File: src/rtl/cse_pkg.sv
package cse_pkg;

   localparam int ELEM_WIDTH = 16;
   localparam int ACC_WIDTH  = 44;
   localparam int SIM_WIDTH  = 16;
   localparam int SQ_WIDTH   = 2 * ELEM_WIDTH;
   localparam int PAIR_WIDTH = 2 * ACC_WIDTH;
   localparam int PROD_WIDTH = PAIR_WIDTH + SQ_WIDTH;
   localparam int K_WIDTH    = SIM_WIDTH;

   // controller to datapath commands
   typedef struct packed {
      logic accum;
      logic load_p;
      logic load_r;
      logic load_s;
      logic mul_step;
      logic store_p;
      logic store_r;
      logic search_init;
      logic search_update;
      logic clear;
   } cse_cmd_type;

   // datapath to controller status
   typedef struct packed {
      logic mul_done;
      logic search_done;
      logic zero_mag;
   } cse_status_type;

endpackage

File: src/rtl/cse_datapath.sv
module cse_datapath import cse_pkg::*; (
   input  logic                          clock,
   input  logic                          reset,
   input  cse_cmd_type                   cmd,
   input  logic signed [ELEM_WIDTH-1:0]  elem_a,
   input  logic signed [ELEM_WIDTH-1:0]  elem_b,
   output cse_status_type                status,
   output logic signed [SIM_WIDTH-1:0]   similarity,
   output logic                          zero_magnitude
);

   logic signed [ACC_WIDTH-1:0]  dot_ff, dot_in;
   logic [ACC_WIDTH-1:0]         mag_a_ff, mag_a_in;
   logic [ACC_WIDTH-1:0]         mag_b_ff, mag_b_in;
   logic signed [SQ_WIDTH-1:0]   prod_ab;
   logic [SQ_WIDTH-1:0]          sq_a, sq_b;
   logic signed [ACC_WIDTH:0]    dot_sum;
   logic [ACC_WIDTH:0]           mag_a_sum, mag_b_sum;

   logic [PROD_WIDTH-1:0]        mcand_ff, prod_ff;
   logic [ACC_WIDTH-1:0]         mplier_ff;
   logic [PAIR_WIDTH-1:0]        p_ff, r_ff;
   logic [ACC_WIDTH-1:0]         dot_abs;
   logic [K_WIDTH-1:0]           lo_ff, hi_ff;
   logic [K_WIDTH:0]             k_sum;
   logic [K_WIDTH-1:0]           k_mid, odd;
   logic [SQ_WIDTH-1:0]          odd_sq;
   logic                         fits;

   // saturating accumulation of one element pair
   always_comb begin
      prod_ab   = elem_a * elem_b;
      sq_a      = SQ_WIDTH'(elem_a * elem_a);
      sq_b      = SQ_WIDTH'(elem_b * elem_b);
      dot_sum   = {dot_ff[ACC_WIDTH-1], dot_ff}
                + {{(ACC_WIDTH+1-SQ_WIDTH){prod_ab[SQ_WIDTH-1]}}, prod_ab};
      mag_a_sum = {1'b0, mag_a_ff} + {{(ACC_WIDTH+1-SQ_WIDTH){1'b0}}, sq_a};
      mag_b_sum = {1'b0, mag_b_ff} + {{(ACC_WIDTH+1-SQ_WIDTH){1'b0}}, sq_b};
      dot_in = dot_sum[ACC_WIDTH-1:0];
      if (dot_sum[ACC_WIDTH] != dot_sum[ACC_WIDTH-1]) begin
         dot_in = dot_sum[ACC_WIDTH] ? {1'b1, {(ACC_WIDTH-1){1'b0}}}
                                     : {1'b0, {(ACC_WIDTH-1){1'b1}}};
      end
      mag_a_in = mag_a_sum[ACC_WIDTH] ? '1 : mag_a_sum[ACC_WIDTH-1:0];
      mag_b_in = mag_b_sum[ACC_WIDTH] ? '1 : mag_b_sum[ACC_WIDTH-1:0];
   end

   always_ff @(posedge clock) begin
      if (reset || cmd.clear) begin
         dot_ff   <= '0;
         mag_a_ff <= '0;
         mag_b_ff <= '0;
      end else if (cmd.accum) begin
         dot_ff   <= dot_in;
         mag_a_ff <= mag_a_in;
         mag_b_ff <= mag_b_in;
      end
   end

   // search midpoint and odd square for the rounding test
   always_comb begin
      dot_abs = dot_ff[ACC_WIDTH-1] ? ACC_WIDTH'(0 - dot_ff) : ACC_WIDTH'(dot_ff);
      k_sum   = {1'b0, lo_ff} + {1'b0, hi_ff} + {{K_WIDTH{1'b0}}, 1'b1};
      k_mid   = k_sum[K_WIDTH:1];
      odd     = K_WIDTH'({k_mid, 1'b0} - {{K_WIDTH{1'b0}}, 1'b1});
      odd_sq  = odd * odd;
      fits    = prod_ff <= {r_ff, {SQ_WIDTH{1'b0}}};
   end

   // shift-add multiplier, one multiplier bit per cycle
   always_ff @(posedge clock) begin
      if (cmd.load_p) begin
         mcand_ff  <= {{(PROD_WIDTH-ACC_WIDTH){1'b0}}, mag_a_ff};
         mplier_ff <= mag_b_ff;
         prod_ff   <= '0;
      end else if (cmd.load_r) begin
         mcand_ff  <= {{(PROD_WIDTH-ACC_WIDTH){1'b0}}, dot_abs};
         mplier_ff <= dot_abs;
         prod_ff   <= '0;
      end else if (cmd.load_s) begin
         mcand_ff  <= {{SQ_WIDTH{1'b0}}, p_ff};
         mplier_ff <= {{(ACC_WIDTH-SQ_WIDTH){1'b0}}, odd_sq};
         prod_ff   <= '0;
      end else if (cmd.mul_step) begin
         if (mplier_ff[0]) begin
            prod_ff <= prod_ff + mcand_ff;
         end
         mcand_ff  <= {mcand_ff[PROD_WIDTH-2:0], 1'b0};
         mplier_ff <= {1'b0, mplier_ff[ACC_WIDTH-1:1]};
      end
   end

   // hold products and search bounds
   always_ff @(posedge clock) begin
      if (cmd.store_p) begin
         p_ff <= prod_ff[PAIR_WIDTH-1:0];
      end
      if (cmd.store_r) begin
         r_ff <= prod_ff[PAIR_WIDTH-1:0];
      end
      if (cmd.search_init) begin
         lo_ff <= '0;
         hi_ff <= {1'b1, {(K_WIDTH-1){1'b0}}};
      end else if (cmd.search_update) begin
         if (fits) begin
            lo_ff <= k_mid;
         end else begin
            hi_ff <= K_WIDTH'(k_mid - {{(K_WIDTH-1){1'b0}}, 1'b1});
         end
      end
   end

   // form the status flags and the result from the settled bound
   always_comb begin
      status.mul_done    = (mplier_ff == '0);
      status.search_done = (lo_ff >= hi_ff);
      status.zero_mag    = (mag_a_ff == '0) || (mag_b_ff == '0);
      zero_magnitude     = status.zero_mag;
      if (status.zero_mag) begin
         similarity = '0;
      end else if (dot_ff[ACC_WIDTH-1]) begin
         similarity = SIM_WIDTH'(0 - lo_ff);
      end else if (lo_ff[K_WIDTH-1]) begin
         similarity = {1'b0, {(SIM_WIDTH-1){1'b1}}};
      end else begin
         similarity = SIM_WIDTH'(lo_ff);
      end
   end

endmodule

File: src/rtl/cse_ctrl.sv
module cse_ctrl import cse_pkg::*; (
   input  logic           clock,
   input  logic           reset,
   input  logic           accept,
   input  logic           accept_last,
   input  logic           out_free,
   input  cse_status_type status,
   output cse_cmd_type    cmd,
   output logic           busy,
   output logic           out_load
);

   localparam logic [2:0] S_IDLE   = 3'd0;
   localparam logic [2:0] S_CHECK  = 3'd1;
   localparam logic [2:0] S_MUL_P  = 3'd2;
   localparam logic [2:0] S_MUL_R  = 3'd3;
   localparam logic [2:0] S_SEARCH = 3'd4;
   localparam logic [2:0] S_MUL_S  = 3'd5;
   localparam logic [2:0] S_OUT    = 3'd6;

   logic [2:0] state_ff, state_in;

   always_comb begin
      state_in = state_ff;
      cmd      = '0;
      out_load = 1'b0;
      busy     = (state_ff != S_IDLE);
      case (state_ff)
         S_IDLE: begin
            cmd.accum = accept;
            if (accept_last) begin
               state_in = S_CHECK;
            end
         end
         S_CHECK: begin
            if (status.zero_mag) begin
               state_in = S_OUT;
            end else begin
               cmd.load_p = 1'b1;
               state_in   = S_MUL_P;
            end
         end
         S_MUL_P: begin
            if (status.mul_done) begin
               cmd.store_p = 1'b1;
               cmd.load_r  = 1'b1;
               state_in    = S_MUL_R;
            end else begin
               cmd.mul_step = 1'b1;
            end
         end
         S_MUL_R: begin
            if (status.mul_done) begin
               cmd.store_r     = 1'b1;
               cmd.search_init = 1'b1;
               state_in        = S_SEARCH;
            end else begin
               cmd.mul_step = 1'b1;
            end
         end
         S_SEARCH: begin
            if (status.search_done) begin
               state_in = S_OUT;
            end else begin
               cmd.load_s = 1'b1;
               state_in   = S_MUL_S;
            end
         end
         S_MUL_S: begin
            if (status.mul_done) begin
               cmd.search_update = 1'b1;
               state_in          = S_SEARCH;
            end else begin
               cmd.mul_step = 1'b1;
            end
         end
         S_OUT: begin
            if (out_free) begin
               out_load  = 1'b1;
               cmd.clear = 1'b1;
               state_in  = S_IDLE;
            end
         end
         default: begin
            state_in = S_IDLE;
         end
      endcase
   end

   always_ff @(posedge clock) begin
      if (reset) begin
         state_ff <= S_IDLE;
      end else begin
         state_ff <= state_in;
      end
   end

endmodule

File: src/rtl/cosine_similarity_engine.sv
// Accumulation: one element pair per cycle, no stall on beats with last low.
// A last beat runs the final ratio on a shared shift-add multiplier: first for
// magA*magB and dot^2, then for up to 16 search steps; a zero magnitude skips
// the multiplier and goes straight to the output. Input stalls until the
// result is loaded for output. Synchronous active-high reset clears the
// accumulators, the controller and the output valid.
module cosine_similarity_engine import cse_pkg::*; (
   input  logic                          clock,
   input  logic                          reset,
   input  logic                          req_valid,
   output logic                          req_stall,
   input  logic signed [ELEM_WIDTH-1:0]  req_elem_a,
   input  logic signed [ELEM_WIDTH-1:0]  req_elem_b,
   input  logic                          req_last,
   output logic                          rsp_valid,
   input  logic                          rsp_stall,
   output logic signed [SIM_WIDTH-1:0]   rsp_similarity,
   output logic                          rsp_zero_magnitude
);

   cse_cmd_type              cmd;
   cse_status_type           status;
   logic                     busy, out_load, out_free, accept;
   logic signed [SIM_WIDTH-1:0] sim;
   logic                     zmag;
   logic                     rsp_valid_ff;
   logic signed [SIM_WIDTH-1:0] rsp_sim_ff;
   logic                     rsp_zero_ff;

   assign req_stall = busy;
   assign accept    = req_valid && !busy;
   assign out_free  = !rsp_valid_ff || !rsp_stall;

   cse_ctrl u_ctrl (
      .clock       (clock),
      .reset       (reset),
      .accept      (accept),
      .accept_last (accept && req_last),
      .out_free    (out_free),
      .status      (status),
      .cmd         (cmd),
      .busy        (busy),
      .out_load    (out_load)
   );

   cse_datapath u_datapath (
      .clock          (clock),
      .reset          (reset),
      .cmd            (cmd),
      .elem_a         (req_elem_a),
      .elem_b         (req_elem_b),
      .status         (status),
      .similarity     (sim),
      .zero_magnitude (zmag)
   );

   // hold the result beat until taken
   always_ff @(posedge clock) begin
      if (reset) begin
         rsp_valid_ff <= 1'b0;
      end else if (out_load) begin
         rsp_valid_ff <= 1'b1;
      end else if (!rsp_stall) begin
         rsp_valid_ff <= 1'b0;
      end
   end

   always_ff @(posedge clock) begin
      if (out_load) begin
         rsp_sim_ff  <= sim;
         rsp_zero_ff <= zmag;
      end
   end

   assign rsp_valid          = rsp_valid_ff;
   assign rsp_similarity     = rsp_sim_ff;
   assign rsp_zero_magnitude = rsp_zero_ff;

   a_zero_gives_zero: assert property (@(posedge clock) disable iff (reset)
      rsp_valid && rsp_zero_magnitude |-> rsp_similarity == '0)
      else $error("zero magnitude beat with nonzero similarity");

   a_last_stalls: assert property (@(posedge clock) disable iff (reset)
      req_valid && !req_stall && req_last |=> req_stall)
      else $error("input not stalled after last beat");

   a_load_only_when_free: assert property (@(posedge clock) disable iff (reset)
      out_load |-> out_free)
      else $error("result loaded over a pending beat");

endmodule
File: config.mk
export PLATFORM = sky130hd
export DESIGN_NAME = cosine_similarity_engine
export DESIGN_NICKNAME = d
export VERILOG_FILES = /design/src/rtl/cse_pkg.sv /design/src/rtl/cse_datapath.sv /design/src/rtl/cse_ctrl.sv /design/src/rtl/cosine_similarity_engine.sv
export SDC_FILE = /design/constraint.sdc
export NUM_CORES = 2
export LEC_CHECK = 0
export BUFFER_PORTS_ARGS = -buffer_cell sky130_fd_sc_hd__buf_2
export CAP_MARGIN = 20
export CORE_ASPECT_RATIO = 0.75
export CORE_MARGIN = 2
export CORE_UTILIZATION = 50
export CTS_BUF_LIST = sky130_fd_sc_hd__clkbuf_16
export DETAILED_ROUTE_END_ITERATION = 10
export GPL_TIMING_DRIVEN = 0
export PLACE_DENSITY_LB_ADDON = 0.2
export SLEW_MARGIN = 20
export SYNTH_ARGS = -nofsm -noshare
export SYNTH_HDL_FRONTEND = slang
export SYNTH_SLANG_ARGS = --single-unit
File: constraint.sdc
create_clock -name clock -period 12.9 [get_ports clock]
set_clock_uncertainty 0.05 [all_clocks]
set_input_delay 0.645 -clock clock [delete_from_list [all_inputs] [get_ports clock]]
set_output_delay 0.645 -clock clock [all_outputs]
set_load 0.03 [all_outputs]
# [After elaboration in Yosys (flattened, before gate mapping)]
# Cells that the tools add are included.
[classes] n_bitwise=1 n_addsub=10 n_eq_ne=12 muxes=38 order_cmp=2 n_mul=4 n_reduce_logical=23
[ops] cell="44-bit 2-to-1 mux" n=11
[ops] cell="88-bit 2-to-1 mux" n=2
[ops] cell="44-bit by 32-bit adder with 45-bit output" n=3
[ops] cell="44-bit logical NOT" n=3
[ops] cell="16-bit by 16-bit multiplier with 32-bit output" n=4
[ops] cell="120-bit adder" n=1
[ops] cell="120-bit less-or-equal comparator" n=1
[ops] cell="1-bit by 44-bit subtractor with 44-bit output, first input constant" n=1
[ops] cell="16-bit by 1-bit subtractor with 16-bit output, second input constant" n=2
[ops] cell="3-bit case mux with 6 select lines" n=1
[ops] cell="16-bit by 16-bit adder with 17-bit output" n=1
[ops] cell="17-bit by 1-bit adder with 17-bit output, second input constant" n=1
[ops] cell="16-bit greater-or-equal comparator" n=1
[ops] cell="16-bit 2-to-1 mux" n=1
[ops] cell="1-bit by 16-bit subtractor with 16-bit output, first input constant" n=1
[ops] cell="15-bit 2-to-1 mux" n=1
[ops] cell="3-bit 2-to-1 mux" n=5
[ops] cell="1-bit 2-to-1 mux" n=14
[ops] cell="3-bit == test, second input constant" n=3
[ops] cell="3-bit by 2-bit == test with 1-bit output, second input constant" n=2
[ops] cell="2-bit 2-to-1 mux" n=3
[ops] cell="2-bit by 1-bit != test with 1-bit output, second input constant" n=3
[ops] cell="2-bit AND reduction" n=3
[ops] cell="3-bit OR reduction" n=2
[ops] cell="13 further kinds" n=20
[totals] elab_cells=106 reg_bits=645 inputBits=37 output_inout_bits=19

# [Longest topological paths before layout]
[depth] word_depth=7 mapped_depth=42 mapped_depth_nobuf=40

# [Cells and area by module]
# From an unflattened synthesis, not the netlist that was laid out.
[unflattened] hier_cells=8504 area_unflattened_um2=76888.7
[by_module_without_submodules] module="cse_datapath" cells_each=8442 seq_area_each_um2=15134.5 n_inst=1 area_each_um2=76041.7
[by_module_without_submodules] module="cosine_similarity_engine" cells_each=23 seq_area_each_um2=530.5 n_inst=1 area_each_um2=563.0
[by_module_without_submodules] module="cse_ctrl" cells_each=39 seq_area_each_um2=60.1 n_inst=1 area_each_um2=284.0

# [Worst setup path before layout]
# Ideal clock, no wire load.
[synth_timing] kind="flip-flop to flip-flop" from="register u_datapath.lo_ff[0]" to="register u_datapath.mplier_ff[30], data pin" synth_period_minus_slack_ns=9.543 arrival_time_ns=9.223 stages_incl_launch_ff=37 slack_ns=3.357 n_path_buf=2 setup_ns=0.270 t_required_ns=12.580 cell_sequence="dfxtp_1 > inv_1 > ha_1 > inv_1 > fa_1 > clkbuf_1 > inv_1 > clkbuf_1 > ha_1 > and2_1 > nand4b_1 > nor2_1 > nand2_1 > xnor2_1 > clkinv_1 > nand2_1 > fa_1 > inv_1 > fa_1 > fa_1 > fa_1 > fa_1 > inv_1 > fa_1 > inv_1 > ha_1 > a21o_1 > a21o_1 > a221oi_1 > o31ai_1 > a21oi_1 > a21oi_1 > or4_1 > a41o_1 > a31oi_1 > xor2_1 > a21oi_1"
[synth_via] elab_chain_len=7 word_cells_on_any_way=10 classes_between="add/sub: 3; mul: 1; order compare: 1; mux: 5"
[synth_lines] item="start: declaration" line="cse_datapath.sv:24" rtl="logic [K_WIDTH-1:0] lo_ff, hi_ff;"
[synth_lines] item="start signal: assignment" line="cse_datapath.sv:106" rtl="lo_ff <= k_mid;"
[synth_lines] item="16-bit by 16-bit adder with 17-bit output" line="cse_datapath.sv:63" rtl="k_sum = {1'b0, lo_ff} + {1'b0, hi_ff} + {{K_WIDTH{1'b0}}, 1'b1};"
[synth_lines] item="17-bit by 1-bit adder with 17-bit output" line="cse_datapath.sv:63"
[synth_lines] item="net u_datapath.k_sum[1]" line="cse_datapath.sv:25" rtl="logic [K_WIDTH:0] k_sum;"
[synth_lines] item="16-bit by 1-bit subtractor with 16-bit output" line="cse_datapath.sv:65" rtl="odd = K_WIDTH'({k_mid, 1'b0} - {{K_WIDTH{1'b0}}, 1'b1});"
[synth_lines] item="net u_datapath.odd[1]" line="cse_datapath.sv:26" rtl="logic [K_WIDTH-1:0] k_mid, odd;"
[synth_lines] item="16-bit by 16-bit multiplier with 32-bit output" line="cse_datapath.sv:66" rtl="odd_sq = odd * odd;"
[synth_lines] item="44-bit 2-to-1 mux" line="cse_datapath.sv:80" rtl="end else if (cmd.load_s) begin"
[synth_lines] item="44-bit 2-to-1 mux" line="cse_datapath.sv:76" rtl="end else if (cmd.load_r) begin"
[synth_lines] item="44-bit 2-to-1 mux" line="cse_datapath.sv:72" rtl="if (cmd.load_p) begin"
[synth_lines] item="end signal: assignment" line="cse_datapath.sv:74" rtl="mplier_ff <= mag_b_ff;"
[synth_lines] item="end signal: assignment" line="cse_datapath.sv:78" rtl="mplier_ff <= dot_abs;"
[synth_lines] item="end signal: assignment" line="cse_datapath.sv:82" rtl="mplier_ff <= {{(ACC_WIDTH-SQ_WIDTH){1'b0}}, odd_sq};"
[synth_lines] item="end: declaration" line="cse_datapath.sv:21" rtl="logic [ACC_WIDTH-1:0] mplier_ff;"
# The timed path passes the listed nets, and every way through them passes these cells.
# A chain may end at the register's enable or synchronous reset.

# [Final worst setup path]
# Ends and elaborated chain as after synthesis.

==> out/results.txt <==
Finished Cell Area: 81,740 um2
Core area: 151,900 um2
DRT Pass-1 Iters: 8
Post-layout nets: 10,360
Post-CTS Resized: 0
H-tree Lvls: 3
Antenna violations before repair: 28
Routability-driven placement congestion ratio: 1.065
R2R depth: 35
Total global routing overflow: 0
Num CTS Buffers: 70
Worst EP required: 13.22 ns
Critical-path maximum fanout: 11
RR Startpoint: u_datapath.lo_ff[0]
Yosys top cell area share: 0.2611
Worst reg2reg setup slack: 0.91 ns
Post-DP HPWL: 220,400 um
Postcts setup bufs: 0
Num Clock Sinks: 645
Via-to-Cell Ratio: 5.923
Setup_tns: 0 ns
Bufs on Longest Clock Path: 3
Starting Density: 0.5017
Die X-Extent: 454.8 um
FF+latch count, synth: 645
Delay of the slowest cell on the worst path: 0.88 ns
Placement Cell Area: 79,320 um2
Vias in the first global route: 61,200
Reg-to-Reg End: u_datapath.mplier_ff[30]
Synth Instances: 8,487
Worst Setup Start Kind: register
Post-Synthesis Cell Area: 76,210 um2
DRC errors left: 0
Hold-fix buffers at CTS: 0
Clk_lat worst skew: 0.69 ns
Dominant synthesized flop cell: dfxtp_1
Slew Limit Fails: 0
Wire per inst: 24.71 um
DRT Wirelength: 264,600 um
Fillers: 14,200
Largest cells by area after synthesis: fa_1 (26%), ha_1 (11%), edfxtp_1 (11%)
Post-Syn Area per Cell: 8.980 um2
Critical path's slowest cell: xor2_1
Fmax: 0.08339 GHz
CTS tree: yes
Synth cell types: 87
# IOs: 56
GRT Total Usage: 0.3399
Outcome: finished clean
Hold crit path type: input port to register
Arr. time, crit path: 12.32 ns
Slew @ Worst Pin: 1.467 ns
First-pass GRT wire length: 394,300 um
Die ar.: 155,600 um2
Die Y: 342.1 um
Post-synth EDFFs: 281
Row count: 124
Max Cap Viol: 0
Layout cells sized above 1: 0.03063
CP most frequent cell: fa_1
Tcrit/Tclk final: 0.9296
Kind of critical path: register to register
DR iter-0 viols: 7,021
Sequential share of the synthesized area: 0.2063
Area Growth Syn to Fin: 7.260%
Synthesized Nets: 10,220
Largest net degree at the start of global routing: 52
Hold Crit Endpoint: rsp_valid
CP endpoint kind: register
Vias post-DR: 63,430
I/O Buffers: 48
Tmin final: 11.99 ns
Antenna viol nets, final: 0
Final setup viols: 0
Largest area contributor in the netlist: fa_1
Yosys warns: 0
Clock transition at the registers of the reported paths: 0.06 ns
Post-synth ARST share: 0
RSZ-0062 raised after global routing: false
HP Start: reset
WHS Path Cells: 2
Clock root cell: clkbuf_16
Max-slew headroom: 0.02231
Final Hold Viols: 0
==> area by class of cell <==
type	count	area, um2	share of cell area
Sequential cell	645	15730	0.1924
Multi-Input combinational cell	6162	54290	0.6642
Clock inverter	57	519.2	0.006352
Timing Repair Buffer	66	500.5	0.006123
Antenna cell	10	25.02	0.0003061
Clock buffer	73	1827	0.02235
Tap cell	2016	2522	0.03086
Inverter	1339	5026	0.06149
Buffer	341	1303	0.01593
==> worst max-delay path by stage <==
stage / from / to / slack [ns] / cells after the start
finish: u_datapath.lo_ff[0] / u_datapath.mplier_ff[30] / 0.91 / 35
global route: u_datapath.lo_ff[0] / u_datapath.mplier_ff[30] / 0.14 / 35
CTS: u_datapath.lo_ff[0] / u_datapath.mplier_ff[30] / 0.95 / 35
detailed placement: u_datapath.lo_ff[0] / u_datapath.mplier_ff[30] / 1.01 / 35
global placement: u_datapath.lo_ff[0] / u_datapath.mplier_ff[30] / 0.98 / 35
floorplan: u_datapath.lo_ff[0] / u_datapath.mplier_ff[30] / 3.36 / 36
==> state kept, by name, summed over array words and instances (netlist names), 3 cells and up <==
| name | count |
|---|---|
| rsp_similarity | 16 |
| u_ctrl.state_ff | 3 |
| u_datapath.dot_ff | 44 |
| u_datapath.hi_ff | 16 |
| u_datapath.lo_ff | 16 |
| u_datapath.mag_a_ff | 44 |
| u_datapath.mag_b_ff | 44 |
| u_datapath.mcand_ff | 120 |
| u_datapath.mplier_ff | 44 |
| u_datapath.p_ff | 88 |
| u_datapath.prod_ff | 120 |
| u_datapath.r_ff | 88 |
==> cells by family after synthesis <==
kind of cell | count (synthesis) | synth area share
muxes | 44 | 0.005812
buffers and inverters | 1680 | 0.08280
AOI/OAI and AO/OA | 1738 | 0.1406
adders and majority gates | 1733 | 0.3811
DFF | 645 | 0.2063
xor gates and xnor gates | 406 | 0.04666
and+or+nand+nor | 2241 | 0.1367
==> placed cells by master, fill, tap and decap left out, types with 250 or more instances in the layout <==
cell	count
fa_1	992
ha_1	699
o21ai_0	314
nand2_1	816
dfxtp_1	364
nor2_1	601
edfxtp_1	281
a21oi_1	701
inv_1	1334
clkbuf_1	310
xnor2_1	250
==> metrics by stage <==
step | std cells | utilization | setup WS (ns) | hold slack (ns)
after global placement | 10550 | 0.5199 | 0.9774 | 0.4004
after floorplan | 8487 | - | 3.357 | 0.3876
after global routing | 10700 | 0.5380 | 0.1400 | 0.2484
after CTS | 10700 | 0.5377 | 0.9494 | 0.2210
after detailed placement | 10570 | 0.5222 | 1.009 | 0.4132
final | 10710 | 0.5382 | 0.9076 | 0.2626
==> metal layers <==
layer	vias up	GRT usage	routed length, um
li1	28440	-	-
met1	31600	0.5363	124900
met2	3090	0.4324	99000
met3	284	0.1321	36040
met4	20	0.05415	4107
met5	-	0.02298	491
==> Yosys cell counts (172+ instances only) <==
| cell | instances |
|---|---|
| dfxtp_1 | 364 |
| nor2_1 | 607 |
| nand2_1 | 817 |
| xnor2_1 | 253 |
| ha_1 | 699 |
| fa_1 | 994 |
| edfxtp_1 | 281 |
| a21oi_1 | 706 |
| o21ai_0 | 330 |
| a21o_1 | 172 |
| clkbuf_1 | 321 |
| and2_1 | 185 |
| inv_1 | 1320 |
==> worst max-delay path: cells and delay by family (launching register included) <==
| family | cells | cell delay [ns] |
|---|---|---|
| compound gates | 10 | 2.56 |
| xor+xnor | 2 | 1.05 |
| fa+ha+maj | 10 | 4.38 |
| buf+inv | 9 | 2.03 |
| simple gates | 4 | 1.20 |
| flops | 1 | 0.41 |
Power is left out: the tool's default activity adds up to more than one toggle a clock period on the data nets, which glitch-free logic cannot reach.
